### src/hdl/world_to_screen_projection_defines.svh
// Assertion helpers for the projection block.
`ifndef WORLD_TO_SCREEN_PROJECTION_DEFINES_SVH
`define WORLD_TO_SCREEN_PROJECTION_DEFINES_SVH

// Clocked assertion, masked while reset is asserted.
`define WTSP_ASSERT(label, prop, msg) \
    label: assert property (@(posedge aclk) disable iff (!aresetn) (prop)) else $error(msg);

`endif

### src/hdl/wtsp_pkg.sv
package wtsp_pkg;

    localparam int CLIP_W = 50;   // signed clip value
    localparam int MAG_W  = 49;   // magnitude of a clip value
    localparam int W_W    = 48;   // positive clip w
    localparam int QB     = 33;   // quotient bits produced by the cell row
    localparam int NCOEF  = 8;
    localparam int IDX_W  = 4;

    localparam logic signed [CLIP_W-1:0] W_MIN_CODE = CLIP_W'(6554);

    typedef enum logic [IDX_W-1:0] {
        REG_COEF_PAIR_0 = 4'd0,
        REG_COEF_PAIR_7 = 4'd7
    } wtsp_reg_t;

    typedef struct packed {
        logic            vis;
        logic            neg_x;
        logic            neg_y;
        logic            ovf_x;
        logic            ovf_y;
        logic [W_W-1:0]  w;
        logic [W_W-1:0]  rem_x;
        logic [W_W-1:0]  rem_y;
        logic [QB-1:0]   dq_x;
        logic [QB-1:0]   dq_y;
    } wtsp_div_t;

endpackage

### src/hdl/wtsp_div_cell.sv
module wtsp_div_cell
    import wtsp_pkg::*;
(
    input  logic      aclk,
    input  logic      aresetn,
    input  logic      en,
    input  logic      in_valid,
    input  wtsp_div_t in_data,
    output logic      out_valid,
    output wtsp_div_t out_data
);

    logic      valid_reg;
    wtsp_div_t data_reg;
    wtsp_div_t data_next;
    logic [W_W:0] tx, ty;
    logic gex, gey;

    // One restoring step for each of x and y: shift in the next dividend bit.
    always_comb begin
        tx  = {in_data.rem_x, in_data.dq_x[QB-1]};
        ty  = {in_data.rem_y, in_data.dq_y[QB-1]};
        gex = tx >= {1'b0, in_data.w};
        gey = ty >= {1'b0, in_data.w};
        data_next       = in_data;
        data_next.rem_x = gex ? W_W'(tx - {1'b0, in_data.w}) : W_W'(tx);
        data_next.rem_y = gey ? W_W'(ty - {1'b0, in_data.w}) : W_W'(ty);
        data_next.dq_x  = {in_data.dq_x[QB-2:0], gex};
        data_next.dq_y  = {in_data.dq_y[QB-2:0], gey};
    end

    always_ff @(posedge aclk) begin
        if (!aresetn) begin
            valid_reg <= 1'b0;
        end else if (en) begin
            valid_reg <= in_valid;
        end
    end

    always_ff @(posedge aclk) begin
        if (en) begin
            data_reg <= data_next;
        end
    end

    assign out_valid = valid_reg;
    assign out_data  = data_reg;

endmodule

### config.mk
export PLATFORM = sky130hd
export DESIGN_NAME = wtsp_div_cell
export DESIGN_NICKNAME = d
export VERILOG_FILES = /design/src/hdl/world_to_screen_projection_defines.svh /design/src/hdl/wtsp_pkg.sv /design/src/hdl/wtsp_div_cell.sv
export SDC_FILE = /design/constraint.sdc
export NUM_CORES = 1
export LEC_CHECK = 0
export ABC_CLOCK_PERIOD_IN_PS = 3600
export BUFFER_PORTS_ARGS = -buffer_cell sky130_fd_sc_hd__buf_4
export CAP_MARGIN = 20
export CORE_MARGIN = 2
export CORE_UTILIZATION = 47
export DETAILED_ROUTE_END_ITERATION = 12
export PLACE_DENSITY = 0.78
export REMOVE_ABC_BUFFERS = 1
export SLEW_MARGIN = 0
export SYNTH_ARGS = -nofsm -noshare
export SYNTH_HDL_FRONTEND = slang
export SYNTH_SLANG_ARGS = --single-unit
### constraint.sdc
create_clock -name aclk -period 3.6 [get_ports aclk]
set_input_delay 0.72 -clock aclk [delete_from_list [all_inputs] [get_ports aclk]]
set_output_delay 0.72 -clock aclk [all_outputs]
set_load 0.03 [all_outputs]
==> results.toml <==
[detailed_routing]
drc = 0
drt_iter0_drc = 817
vias = 12200
ant_nets = 0
routed_via_density = 5.47
drt-pass1-iter-count = 8
wl_um = 43700
wl_per_cell_um = 19.6

[cells_and_area]
final_common_cell = "buf_4"
drive_gt1_share_pct = 38.2
layout.cells.non_filler = 2231
nets = 2143
final_cell_mix = "buf_4, edfxtp_1, a21oi_1"
fin_area_sq_um = 19100
area_growth_pct = 41.1

[floorplanning]
ios = 435
fp.dieW_um = 174
rows = 62
dieArea_sq_um = 30200
initial_core_util_pct = 47.4
die_h_um = 174
coreArea_sq_um = 28500

[cts]
cts-root-buf = "clkbuf_16"
max-clock-path-buffers = 3
postCtsSetupBuffers = 0
htree_levels = 1
cts_buffers = 25
ctsHoldBuffers = 0
cts.sinks = 216
cts.clk_slew.worst_paths_ns = 0.06
cts_tree = "done"
clk_latency_ns = 0.53

[setup_path]
critPathLaunchType = "input pin"
path_cells = "buf_4, inv_1, ha_1, fa_1, nand2b_1, a211o_1, a21oi_2, o21ai_1, a31oi_1, buf_4, a211o_1, a211oi_2, o311ai_1, xor2_1, mux2_2"
path_delay_family = "compound AO/OA/AOI/OAI gates"
crit_arrival_ns = 3.72
worstSetupPathType = "in -> reg"
cp_num_buf_inv = 3
cp-end-kind = "register"
max_stage_delay_ns = 0.39
required_ns = 3.88
slowest_stage = "fa_1"
worst-path-max-fanout = 2

[global_route]
grt_use_total_pct = 27.7
grt_max_degree = 83
gr-total-overflow = 0
first_global_vias = 12000
grt_pass1_wl_um = 66200
grt_antenna_before_repair = 2

[worst_hold_path]
hold_class = "in -> reg"

[timing]
setup_viol = 0
tightest_slew_ns = 0.642
rsz0062_at_grt = "no"
max_freq_mhz = 291
hold_ws_ns = 0.365
hold_viol_final = 0
fin_skew_ns = 0
slew_violations = 0
slew_headroom_pct = 57.2
period_minus_slack_ns = 3.44
setup_tns_ns = 0
fin_crit_sh_pct = 95.4

[synthesis]
postSynthCellCount = 1260
synth.distinct_cells = 78
synth.top_cells.by_area = "edfxtp_1, ha_1, a21oi_1"
ys_warn_count = 0
syn_area_sq_um = 13500
synth-seq-cells = 216
avgSynthCellArea_sq_um = 10.7
synth_top_flop_cell = "edfxtp_1"
seq_area_frac_synth_pct = 47.9
synth_edf_count = 215
async_flop_share_pct = 0
synth.largest_area_cell = "edfxtp_1"
netlist.area_leader.share_pct = 47.7

[placed_design]
portBuffers = 434
dpl-instance-area_sq_um = 18200
placedCellCount = 2183
gp_congestion = 0.915
dp_hpwl_um = 34700

[power_and_ir_drop]
vdd_ir_drop_max_mv = 0.376
leakage_nw = 8.62
power_density_nw_per_um2 = 461

[run_status]
status = "complete, no violations"

[run]
maxCapViolCount = 0
-- worst paths after layout --
| check | startpoint | endpoint | slack (ns) | depth (start not counted) |
|---|---|---|---|---|
| setup reg to reg | out_valid | out_valid | 3.01 | 2 |
| hold reg to reg | out_valid | out_valid | 0.53 | 2 |
| setup / recovery | in_data[32] | out_data[110] | 0.16 | 15 |
| hold / removal | in_data[61] | out_data[62] | 0.36 | 1 |
-- worst reg2reg max path, stage by stage, from the launching register on --
cell and delay [ns]:
dfxtp_1 0.31, mux2i_1 0.12, nor2b_1 0.06
-- state kept, by name, summed over array words and instances (netlist names) --
signal     cells
out_data     215
out_valid      1
-- layout make-up --
type                    instances  area [sq um]
fillers                      2268          9460
multi-input cells             923          6550
flip-flops and latches        216          6480
repair buffers                585          4470
clock buffers                  28           637
well taps                     384           480
inverters                      75           282
clock inverters                18           183
diodes                          2          5.00
-- through the flow --
stage	util (%)	worst slack (ns)	power, mW
after floorplan	-	-0.875	4.98
after global placement	63.9	-0.312	6.21
after detailed placement	63.9	-0.457	6.25
after CTS	66.8	0.0689	8.83
after global routing	66.9	0.0188	9.16
final	66.9	0.164	8.81
-- cell usage after synthesis, types with 4 or more instances --
| cell | n |
|---|---|
| o211ai_1 | 6 |
| nand3b_1 | 4 |
| clkbuf_1 | 20 |
| xor2_1 | 37 |
| a21o_1 | 55 |
| buf_2 | 18 |
| buf_4 | 5 |
| mux2_2 | 44 |
| o21bai_1 | 13 |
| and3_1 | 14 |
| a311oi_1 | 4 |
| o21ai_0 | 45 |
| mux2i_1 | 6 |
| or2_2 | 5 |
| or3_1 | 4 |
| and2_1 | 7 |
| o31ai_1 | 6 |
| mux2_4 | 6 |
| edfxtp_1 | 215 |
| nand2_1 | 78 |
| a31oi_1 | 17 |
| nor3_1 | 17 |
| nor2_1 | 107 |
| nor4_1 | 4 |
| a211oi_1 | 4 |
| nand2b_1 | 19 |
| nor2b_1 | 15 |
| ha_1 | 96 |
| inv_1 | 75 |
| a21oi_1 | 142 |
| a211o_1 | 5 |
| o21ai_1 | 5 |
| xnor2_1 | 48 |
| nand4_1 | 24 |
| o21a_1 | 12 |
| nand3_1 | 17 |
-- cells by family (layout without fill, tap and decap cells) --
kind of cell	Yosys count	after routing	synth area share (%)
other cells	0	2	0
buf+inv	121	706	3.83
mux	56	56	4.77
compound gates	355	355	17.0
simple gates	329	329	11.8
flops	216	216	47.9
xor+xnor	85	85	5.50
fa+ha+maj	98	98	9.17
-- power by group --
part | internal, mW | switching [mW] | leakage, nW
Combinational | 1.28 | 1.70 | 6.12
Clock | 1.49 | 1.08 | 0.382
Sequential | 3.14 | 0.110 | 2.11
-- routing by layer --
| layer | wire [um] | track usage (%) | vias up |
|---|---|---|---|
| met5 | 0 | 0 | - |
| met4 | 1520 | 9.31 | 0 |
| met3 | 3200 | 5.48 | 90 |
| met2 | 20900 | 47.5 | 519 |
| met1 | 18000 | 35.2 | 5766 |
| li1 | - | - | 5819 |
-- repair_timing --
item | 4_1_cts | 5_1_grt
endpoints found under the setup margin | 0 | 2
hold endpoints to repair | 0 | 0
gates resized for setup | 0 | 3
(Power assumes the default switching activity.)
